### src/rtl/sfr_pkg.sv
// Shared types and constants for the sum-checked frame receiver.
// Holds the command and status structs between controller and datapath.
// No dependencies.
package sfr_pkg;

  localparam int unsigned BYTE_W  = 8;
  localparam int unsigned INDEX_W = 4;
  localparam int unsigned SUM_W   = 17;

  // Commands from the controller to the datapath, one pulse per action.
  typedef struct packed {
    logic start;      // marker seen: restart sum and byte count
    logic take_cmd;   // latch command byte
    logic take_len;   // latch length byte
    logic take_data;  // store payload byte
    logic take_ckhi;  // latch checksum high byte
    logic take_cklo;  // check low byte, arm result run
    logic emit_load;  // load one result into the output register
  } sfr_cmd_t;

  // Status from the datapath to the controller.
  typedef struct packed {
    logic marker_hit;  // incoming byte equals the frame marker
    logic len_zero;    // incoming byte is zero (length phase)
    logic data_done;   // this payload byte is the final one
    logic run_last;    // next result to load ends the run
    logic out_free;    // output register can take a result
  } sfr_stat_t;

endpackage

### src/rtl/sum_checked_frame_receiver.sv
// Top level of the sum-checked frame receiver.
// Instantiates sfr_ctrl and sfr_dp; uses sfr_pkg.
//
// Takes one received byte per beat on the rx channel. A frame is marker,
// command, length, length payload bytes, checksum high, checksum low; the
// checksum is the 17-bit sum of marker, command, length and payload bytes.
// Bytes outside a frame other than the marker are dropped. While a frame is
// received, rx_ready_o stays high, so no frame byte is held back. Once the
// low checksum byte is taken, rx_ready_o drops and the controller drains
// the run from the payload store through the output register, one result
// per cycle while res_ready_i is high. A run holds max(1, min(length,
// MAX_PAYLOAD)) results, all read through the single store read port.
// A length above MAX_PAYLOAD keeps only the first MAX_PAYLOAD bytes and
// flags the frame oversize and failed. The frame marker register (reset
// 0xFF) is to be written with cfg_we_i only while the block is idle; the
// block itself does not enforce this.
module sum_checked_frame_receiver #(
  parameter int unsigned MAX_PAYLOAD = 16
) (
  input  logic                        clk_i,
  input  logic                        rst_ni,
  input  logic                        cfg_we_i,
  input  logic [sfr_pkg::BYTE_W-1:0]  cfg_wdata_i,
  input  logic                        rx_valid_i,
  output logic                        rx_ready_o,
  input  logic [sfr_pkg::BYTE_W-1:0]  rx_byte_i,
  output logic                        res_valid_o,
  input  logic                        res_ready_i,
  output logic [sfr_pkg::BYTE_W-1:0]  command_o,
  output logic [sfr_pkg::BYTE_W-1:0]  payload_length_o,
  output logic [sfr_pkg::BYTE_W-1:0]  payload_byte_o,
  output logic [sfr_pkg::INDEX_W-1:0] byte_index_o,
  output logic                        has_payload_o,
  output logic                        checksum_ok_o,
  output logic                        oversize_o,
  output logic                        last_o
);

  sfr_pkg::sfr_cmd_t  cmd;
  sfr_pkg::sfr_stat_t stat;

  // Phase sequencing and run control.
  sfr_ctrl u_ctrl (
    .clk_i      (clk_i),
    .rst_ni     (rst_ni),
    .rx_valid_i (rx_valid_i),
    .rx_ready_o (rx_ready_o),
    .stat_i     (stat),
    .cmd_o      (cmd)
  );

  // Sum, store and output register.
  sfr_dp #(
    .MAX_PAYLOAD (MAX_PAYLOAD)
  ) u_dp (
    .clk_i            (clk_i),
    .rst_ni           (rst_ni),
    .cmd_i            (cmd),
    .stat_o           (stat),
    .rx_byte_i        (rx_byte_i),
    .cfg_we_i         (cfg_we_i),
    .cfg_wdata_i      (cfg_wdata_i),
    .res_ready_i      (res_ready_i),
    .res_valid_o      (res_valid_o),
    .command_o        (command_o),
    .payload_length_o (payload_length_o),
    .payload_byte_o   (payload_byte_o),
    .byte_index_o     (byte_index_o),
    .has_payload_o    (has_payload_o),
    .checksum_ok_o    (checksum_ok_o),
    .oversize_o       (oversize_o),
    .last_o           (last_o)
  );

`ifndef SYNTHESIS
  // Within a run, the next result follows without a bubble.
  a_run_no_gap: assert property (@(posedge clk_i) disable iff (!rst_ni)
    res_valid_o && res_ready_i && !last_o |=> res_valid_o)
    else $error("result run broke before its last beat");

  // Within a run, the index steps by one.
  a_run_index: assert property (@(posedge clk_i) disable iff (!rst_ni)
    res_valid_o && res_ready_i && !last_o |=>
      byte_index_o == $past(byte_index_o) + 4'd1)
    else $error("byte index did not advance within a run");

  // An empty frame yields a single result.
  a_empty_last: assert property (@(posedge clk_i) disable iff (!rst_ni)
    res_valid_o && !has_payload_o |-> last_o)
    else $error("empty frame result not marked last");

  // An oversize frame never passes its checksum.
  a_over_fail: assert property (@(posedge clk_i) disable iff (!rst_ni)
    res_valid_o && oversize_o |-> !checksum_ok_o)
    else $error("oversize frame reported good checksum");
`endif

endmodule

### src/rtl/sfr_ctrl.sv
// Frame parsing controller for the sum-checked frame receiver.
// Sequences reception phases and the result run; uses sfr_pkg.
module sfr_ctrl (
  input  logic              clk_i,
  input  logic              rst_ni,
  input  logic              rx_valid_i,
  output logic              rx_ready_o,
  input  sfr_pkg::sfr_stat_t stat_i,
  output sfr_pkg::sfr_cmd_t  cmd_o
);

  localparam logic [2:0] ST_WAIT = 3'd0;
  localparam logic [2:0] ST_CMD  = 3'd1;
  localparam logic [2:0] ST_LEN  = 3'd2;
  localparam logic [2:0] ST_DATA = 3'd3;
  localparam logic [2:0] ST_CKHI = 3'd4;
  localparam logic [2:0] ST_CKLO = 3'd5;
  localparam logic [2:0] ST_EMIT = 3'd6;

  logic [2:0] state_q, state_d;
  logic       rx_acc;

  assign rx_ready_o = (state_q != ST_EMIT);
  assign rx_acc     = rx_valid_i && rx_ready_o;

  always_comb begin
    state_d = state_q;
    cmd_o   = '0;
    case (state_q)
      ST_WAIT: begin
        if (rx_acc && stat_i.marker_hit) begin
          cmd_o.start = 1'b1;
          state_d     = ST_CMD;
        end
      end
      ST_CMD: begin
        if (rx_acc) begin
          cmd_o.take_cmd = 1'b1;
          state_d        = ST_LEN;
        end
      end
      ST_LEN: begin
        if (rx_acc) begin
          cmd_o.take_len = 1'b1;
          state_d        = stat_i.len_zero ? ST_CKHI : ST_DATA;
        end
      end
      ST_DATA: begin
        if (rx_acc) begin
          cmd_o.take_data = 1'b1;
          if (stat_i.data_done) begin
            state_d = ST_CKHI;
          end
        end
      end
      ST_CKHI: begin
        if (rx_acc) begin
          cmd_o.take_ckhi = 1'b1;
          state_d         = ST_CKLO;
        end
      end
      ST_CKLO: begin
        if (rx_acc) begin
          cmd_o.take_cklo = 1'b1;
          state_d         = ST_EMIT;
        end
      end
      ST_EMIT: begin
        // advance one result whenever the output register frees up
        if (stat_i.out_free) begin
          cmd_o.emit_load = 1'b1;
          if (stat_i.run_last) begin
            state_d = ST_WAIT;
          end
        end
      end
      default: begin
        state_d = ST_WAIT;
      end
    endcase
  end

  always_ff @(posedge clk_i or negedge rst_ni) begin
    if (!rst_ni) begin
      state_q <= ST_WAIT;
    end else begin
      state_q <= state_d;
    end
  end

endmodule

### src/rtl/sfr_dp.sv
// Datapath of the sum-checked frame receiver: marker register, running sum,
// payload store, result counter and output register. Uses sfr_pkg.
module sfr_dp #(
  parameter int unsigned MAX_PAYLOAD = 16
) (
  input  logic                              clk_i,
  input  logic                              rst_ni,
  input  sfr_pkg::sfr_cmd_t                 cmd_i,
  output sfr_pkg::sfr_stat_t                stat_o,
  input  logic [sfr_pkg::BYTE_W-1:0]        rx_byte_i,
  input  logic                              cfg_we_i,
  input  logic [sfr_pkg::BYTE_W-1:0]        cfg_wdata_i,
  input  logic                              res_ready_i,
  output logic                              res_valid_o,
  output logic [sfr_pkg::BYTE_W-1:0]        command_o,
  output logic [sfr_pkg::BYTE_W-1:0]        payload_length_o,
  output logic [sfr_pkg::BYTE_W-1:0]        payload_byte_o,
  output logic [sfr_pkg::INDEX_W-1:0]       byte_index_o,
  output logic                              has_payload_o,
  output logic                              checksum_ok_o,
  output logic                              oversize_o,
  output logic                              last_o
);

  localparam int unsigned IW = (MAX_PAYLOAD > 1) ? $clog2(MAX_PAYLOAD) : 1;
  localparam int unsigned CW = $clog2(MAX_PAYLOAD + 1);
  localparam logic [sfr_pkg::BYTE_W-1:0] MaxLen = sfr_pkg::BYTE_W'(MAX_PAYLOAD);
  localparam logic [CW-1:0] MaxCnt = CW'(MAX_PAYLOAD);

  logic [sfr_pkg::BYTE_W-1:0] marker_q;
  logic [sfr_pkg::SUM_W-1:0]  sum_q;
  logic [sfr_pkg::BYTE_W-1:0] taken_q;
  logic [sfr_pkg::BYTE_W-1:0] cmd_q;
  logic [sfr_pkg::BYTE_W-1:0] len_q;
  logic [sfr_pkg::BYTE_W-1:0] hi_q;
  logic                       ok_q;
  logic [CW-1:0]              emit_idx_q;
  logic                       res_valid_q;

  logic [sfr_pkg::BYTE_W-1:0] store_mem [MAX_PAYLOAD];

  logic                       over;
  logic                       run_empty;
  logic [CW-1:0]              run_cnt;
  logic                       run_last;
  logic [sfr_pkg::BYTE_W:0]   taken_inc;
  logic [sfr_pkg::BYTE_W-1:0] idx_ext;

  assign over      = (len_q > MaxLen);
  assign run_empty = (len_q == '0);
  assign run_cnt   = over ? MaxCnt : len_q[CW-1:0];
  assign run_last  = run_empty || (emit_idx_q == run_cnt - CW'(1));
  assign taken_inc = {1'b0, taken_q} + 9'd1;
  assign idx_ext   = sfr_pkg::BYTE_W'(emit_idx_q);

  assign stat_o.marker_hit = (rx_byte_i == marker_q);
  assign stat_o.len_zero   = (rx_byte_i == '0);
  assign stat_o.data_done  = (taken_inc >= {1'b0, len_q});
  assign stat_o.run_last   = run_last;
  assign stat_o.out_free   = !res_valid_q || res_ready_i;

  always_ff @(posedge clk_i or negedge rst_ni) begin
    if (!rst_ni) begin
      marker_q    <= 8'hFF;
      sum_q       <= '0;
      taken_q     <= '0;
      emit_idx_q  <= '0;
      res_valid_q <= 1'b0;
    end else begin
      if (cfg_we_i) begin
        marker_q <= cfg_wdata_i;
      end
      if (cmd_i.start) begin
        sum_q   <= sfr_pkg::SUM_W'(rx_byte_i);
        taken_q <= '0;
      end
      if (cmd_i.take_cmd || cmd_i.take_len || cmd_i.take_data) begin
        sum_q <= sum_q + sfr_pkg::SUM_W'(rx_byte_i);
      end
      if (cmd_i.take_data) begin
        taken_q <= taken_inc[sfr_pkg::BYTE_W-1:0];
      end
      if (cmd_i.take_cklo) begin
        emit_idx_q <= '0;
      end else if (cmd_i.emit_load) begin
        emit_idx_q <= emit_idx_q + CW'(1);
      end
      if (cmd_i.emit_load) begin
        res_valid_q <= 1'b1;
      end else if (res_ready_i) begin
        res_valid_q <= 1'b0;
      end
    end
  end

  // Frame fields and result payload; no reset needed.
  always_ff @(posedge clk_i) begin
    if (cmd_i.take_cmd) begin
      cmd_q <= rx_byte_i;
    end
    if (cmd_i.take_len) begin
      len_q <= rx_byte_i;
    end
    if (cmd_i.take_ckhi) begin
      hi_q <= rx_byte_i;
    end
    if (cmd_i.take_cklo) begin
      ok_q <= !over && (sum_q[sfr_pkg::SUM_W-1:8] == {1'b0, hi_q}) &&
              (sum_q[7:0] == rx_byte_i);
    end
    if (cmd_i.emit_load) begin
      command_o        <= cmd_q;
      payload_length_o <= len_q;
      byte_index_o     <= idx_ext[sfr_pkg::INDEX_W-1:0];
      has_payload_o    <= !run_empty;
      checksum_ok_o    <= ok_q;
      oversize_o       <= over;
      last_o           <= run_last;
    end
  end

  // Payload store: one write port, one registered read into the output.
  always_ff @(posedge clk_i) begin
    if (cmd_i.take_data && (taken_q < MaxLen)) begin
      store_mem[taken_q[IW-1:0]] <= rx_byte_i;
    end
    if (cmd_i.emit_load) begin
      payload_byte_o <= run_empty ? '0 : store_mem[emit_idx_q[IW-1:0]];
    end
  end

  assign res_valid_o = res_valid_q;

endmodule
### config.mk
export PLATFORM = sky130hd
export DESIGN_NAME = sum_checked_frame_receiver
export DESIGN_NICKNAME = d
export VERILOG_FILES = /design/src/rtl/sfr_pkg.sv /design/src/rtl/sum_checked_frame_receiver.sv /design/src/rtl/sfr_ctrl.sv /design/src/rtl/sfr_dp.sv
export SDC_FILE = /design/constraint.sdc
export NUM_CORES = 1
export LEC_CHECK = 0
export BUFFER_PORTS_ARGS = -buffer_cell sky130_fd_sc_hd__buf_2
export CORE_UTILIZATION = 45
export CTS_CLUSTER_DIAMETER = 150
export DETAILED_ROUTE_END_ITERATION = 6
export PLACE_DENSITY = 0.71
export SYNTH_ARGS = -nofsm -noshare
export SYNTH_HDL_FRONTEND = slang
export SYNTH_SLANG_ARGS = --single-unit
### constraint.sdc
create_clock -name clk_i -period 7.1 [get_ports clk_i]
set_clock_uncertainty 0.15 [all_clocks]
set_input_delay 0.71 -clock clk_i [delete_from_list [all_inputs] [get_ports clk_i]]
set_output_delay 0.71 -clock clk_i [all_outputs]
set_load 0.03 [all_outputs]
# Word level (Yosys, flattened, before mapping)
# Memory sizes are Yosys's and may differ from the RTL's. A register that Yosys moved wholly into a read port is not among the register bits.
# Index checks and enable logic that the tools add are counted.
dict set report totals {
  out_inout_bits 34
  elab_cells 97
  reg_bits 91
  n_memories 1
  ram_bits 128
}
# memory depth width read_ports rd_ports_with_merged_regs wr line
set memory_table {}
lappend memory_table {u_dp.store_mem 16 8 1 1 1 sfr_dp.sv:40} ;# logic [sfr_pkg::BYTE_W-1:0] store_mem [MAX_PAYLOAD];
dict set report op_classes {
  n_lt_le_gt_ge 3
  addsub 4
  mux 32
  n_reduce_logical 20
  eq_ne 20
}
# operator count
set ops {}
lappend ops {{$mux 17} 2}
lappend ops {{$mux 3} 10}
lappend ops {{$pmux 3 s7} 1}
lappend ops {{$add 17x8->17} 1}
lappend ops {{$eq 8x8->1} 2}
lappend ops {{$logic_not 8->1} 2}
lappend ops {{$mux 8} 2}
lappend ops {{$mux 5} 3}
lappend ops {{$mux 1} 14}
lappend ops {{$ne 2x1->1 const B} 7}
lappend ops {{$add 8x1->9 const B} 1}
lappend ops {{$eq 3x3->1 const B} 3}
lappend ops {{$eq 9x8->1} 1}
lappend ops {{$ge 9x8->1} 1}
lappend ops {{$reduce_and 9->1} 1}
lappend ops {{$gt 8x5->1 const B} 1}
lappend ops {{$lt 8x5->1 const B} 1}
lappend ops {{$reduce_bool 2->1} 4}
lappend ops {{$eq 3x2->1 const B} 2}
lappend ops {{$add 5x1->5 const B} 1}
lappend ops {{$eq 5x5->1} 1}
lappend ops {{$logic_and 1x1->1} 5}
lappend ops {{$sub 5x1->5 const B} 1}
lappend ops {{$logic_or 1x1->1} 4}
lappend ops {{other kinds (5)} 8}

# Depth between registers and ports, before layout
dict set report depth {
  ltp_word 8
  ltp_mapped 10
}

# Cells and area by module
# From an unflattened synthesis, not the netlist that was laid out.
dict set report unflattened {
  hier_cells 642
  hier_area_um2 9929.5
}
# mod area_each_um2 cells_each instances seq_area_each_um2
set by_module_without_submodules {}
lappend by_module_without_submodules {sfr_dp 9656.8 607 1 6541.3}
lappend by_module_without_submodules {sfr_ctrl 272.8 35 1 75.1}

# Least setup slack after synthesis
# Ideal clock, no wire load.
dict set report synth_path {
  path_type {input to register}
  startpoint {in res_ready_i}
  endpoint {reg u_dp.emit_idx_q[4]}
  path_buffers 1
  setup_slack_ns 4.361
  path_stages 6
  arrival_time_ns 2.457
  cell_sequence {nand2b_1 nor2b_1 clkbuf_1 nand4_1 xnor2_1 nor2_1}
}
# element line
set synth_rtl {}
lappend synth_rtl {{start, declared} sum_checked_frame_receiver.sv:28} ;# input logic res_ready_i,
lappend synth_rtl {{end signal, assigned} sfr_dp.sv:86} ;# emit_idx_q <= emit_idx_q + CW'(1);
lappend synth_rtl {{end, declared} sfr_dp.sv:37} ;# logic [CW-1:0] emit_idx_q;

# Worst setup path after layout
dict set report layout_path {
  startpoint {reg u_dp.taken_q[0] (netlist name)}
  endpoint {reg u_ctrl.state_q[0]}
}
dict set report layout_between {
  elab_chain_len 4
}
# element line
set layout_rtl {}
lappend layout_rtl {{start, declared} sfr_dp.sv:32} ;# logic [sfr_pkg::BYTE_W-1:0] taken_q;
lappend layout_rtl {{start signal, assigned} sfr_dp.sv:81} ;# taken_q <= taken_inc[sfr_pkg::BYTE_W-1:0];
lappend layout_rtl {{$add 8x1->9} sfr_dp.sv:53} ;# assign taken_inc = {1'b0, taken_q} + 9'd1;
lappend layout_rtl {{$ge 9x8->1} sfr_dp.sv:58} ;# assign stat_o.data_done = (taken_inc >= {1'b0, len_q});
lappend layout_rtl {{$ne 2x2->1 (no line)} -}
lappend layout_rtl {{$reduce_and 9->1 (no line)} -}
lappend layout_rtl {{end signal, assigned} sfr_ctrl.sv:87} ;# state_q <= state_d;
lappend layout_rtl {{end, declared} sfr_ctrl.sv:20} ;# logic [2:0] state_q, state_d;
# Every way passes these cells.
# A chain may end at the register's enable or synchronous reset.

==> impl_metrics.ini <==
[pwr]
power_density_nw_per_um2 = 365
power.leakage_nw = 3.97
vdd_drop_max_v = 0.000133
power_mw = 4.03

[sta]
setup_tns_ps = 0
grt_setup_unrepaired = no
tightest_slew_ps = 1110
period_share_pct = 42.6
max_freq_ghz = 0.331
finalHoldViolCount = 0
setup_viol = 0
slew_violations = 0
min_period_ps = 3020
slew_headroom_pct = 25.7

[global_routing]
grt_pass1_vias = 5723
grt_max_degree = 43
antenna_found_initial = 0
grt-ovfl-total = 0
grt_usage_pct = 18.3
grt_pass1_wl_um = 31400

[finish]
nets = 722
fin_area_um2 = 11000
syn2layout_area_growth_pct = 12.2
layout_commonest_cell = edfxtp_1
fin_cells = 969
diodes = 0
drive_above_1_share_pct = 23.5
layout_common_cells = 185 x edfxtp_1, 54 x buf_2, 40 x mux4_2

[die]
core_um2 = 21200
die_w_um = 150
dieArea_um2 = 22500
rows = 53
start_util_pct = 46.4
chipHeight_um = 150
io_pins = 55

[logic_synthesis]
yosysSeqAreaShare_pct = 67.2
synth_ff_type = edfxtp_1
ys_types = 56
ys_ff_latch = 227
synth.avg_cell_area_um2 = 15.9
syn_nets = 661
synthesis.area_um2 = 9840
netlist_instances = 617
synth-async-reset-ratio_pct = 18.5
yosys_warnings = 0
synth_edf_count = 185

[cts]
cts_buffer_depth = 3
cts_sinks = 227
cts-resized-gates = 0
root_buffer = clkbuf_16
clk_pin_slew_ps = 60
htreeDepth = 1
cts_buffers = 23
insertion_delay_ps = 500
cts_hold_buf = 0
post_cts_buffers = 0
cts_tree = yes

[detailed_routing]
wl_per_cell_um = 20.4
drt_iter0_drc = 541
first_pass_iters = 5
vias_per_cell = 5.74
drtAntennaViolNets = 0
drc_errors = 0
finalWirelength_um = 19800
vias = 5565

[setup_path]
cp-end-kind = register
slowest_stage = dfrtp_1
crit_family = compound AO/OA/AOI/OAI gates
cp.buffers_inverters = 0
path_cells = ha_1 -> nand3_1 -> xnor2_1 -> ha_1 -> a21o_1 -> a221oi_1 -> o2111ai_1 -> nand2_2 -> mux2_4
startpoint_type = register
required_ps = 7340
cpPeakStageDelay_ps = 490
crit_arrival_ps = 3260
cpMostUsedCell = ha_1
critPathKind = register to register
worstPathMaxFanout = 8

[status]
status = completed

[run]
cap_violations = 0

[placement]
place.gp.congestion = 0.861
place_area_um2 = 10400
hpwl_um = 12700
place_inst = 928
port_buffers = 54

[worst_hold_path]
hp-class = input port to async pin
## path summary, 6_finish.rpt
kind                            startpoint            endpoint  slack (ps)  cells after the start
max in group asynchronous           rst_ni  u_dp.emit_idx_q[0]        5880                      1
setup / recovery           u_dp.taken_q[0]   u_ctrl.state_q[0]        4080                      9
hold / removal                      rst_ni   u_ctrl.state_q[1]         230                      1
hold reg to reg              u_dp.cmd_q[0]   u_dp.command_o[0]         270                      0
min in group clk_i           u_dp.cmd_q[0]   u_dp.command_o[0]         270                      0
setup reg to reg           u_dp.taken_q[0]   u_ctrl.state_q[0]        4080                      9
## stage by stage
step | util [%] | hold WS [ps] | setup slack, ps
after detailed placement | 48.8 | 255 | 3750
after global placement | 48.8 | 252 | 3890
after CTS | 52.0 | 266 | 4130
after floorplan | - | 250 | 4360
final | 52.0 | 231 | 4080
after global routing | 52.0 | 285 | 3890
## worst register-to-register path, stage by stage, from the launching register on
cell and delay [ps]:
dfrtp_1 490, ha_1 360, nand3_1 240, xnor2_1 190, ha_1 300, a21o_1 160
a221oi_1 280, o2111ai_1 280, nand2_2 160, mux2_4 300
## routing by layer
layer  part of all wire (%)  GRT usage [%]  up-vias
li1                       -              -     2505
met1                     43           25.4     2822
met2                     49           29.8      203
met3                    6.0           2.56       35
met4                    1.8           5.91        0
met5                      0              0        -
## flip-flops by register name, summed over array words and instances, names as in the netlist, 3 cells and up
signal                 flops
u_dp.byte_index_o          4
u_dp.store_mem           128
u_dp.emit_idx_q            5
u_dp.len_q                 8
u_dp.payload_length_o      8
u_dp.command_o             8
u_dp.cmd_q                 8
u_ctrl.state_q             3
u_dp.hi_q                  8
u_dp.marker_q              8
u_dp.sum_q                17
u_dp.taken_q               8
u_dp.payload_byte_o        8
## where the power goes
part / leakage, nW / internal (mW) / switching, mW
logic: 1.43 / 0.496 / 0.660
registers: 2.19 / 1.64 / 0.141
clock network: 0.345 / 0.603 / 0.486
## synthesized netlist by cell type, drive strengths merged, types with 6 or more instances
master  number  area [um^2]
edfxtp     185         5560
mux4        40          901
nand2       38          145
dfrtp       34          851
nor2        31          126
o21ai       25          136
ha          22          275
xnor2       20          175
inv         19         71.3
and2        16          100
nand3       15         75.1
nor2b       15          101
xor2        14          123
clkbuf      12         46.3
a21oi       11         55.1
nor3        11         55.1
buf         10         86.3
mux2         9          105
nor4         9         71.3
dfstp        8          210
nand2b       7         43.8
and3         6         37.5
mux2i        6         60.1
nand4        6         37.5
o211ai       6         45.0
## layout make-up
class                           count  area, um^2
Timing Repair Buffer               58         300
Clock inverter                     16        82.6
Multi-Input combinational cell    349        3030
Clock buffer                       25         593
Fill cell                        1705       10200
Tap cell                          275         344
Inverter                           19        71.3
Sequential cell                   227        6620
## kinds of logic after synthesis
family / after synthesis / synth area share (%)
DFF: 227 / 67.2
adders and majority gates: 23 / 3.00
buffers and inverters: 41 / 2.07
and+or+nand+nor: 164 / 8.89
muxes: 55 / 10.8
AOI/OAI and AO/OA: 73 / 4.95
xor gates and xnor gates: 34 / 3.03
Power figures use the tool's default switching activity.
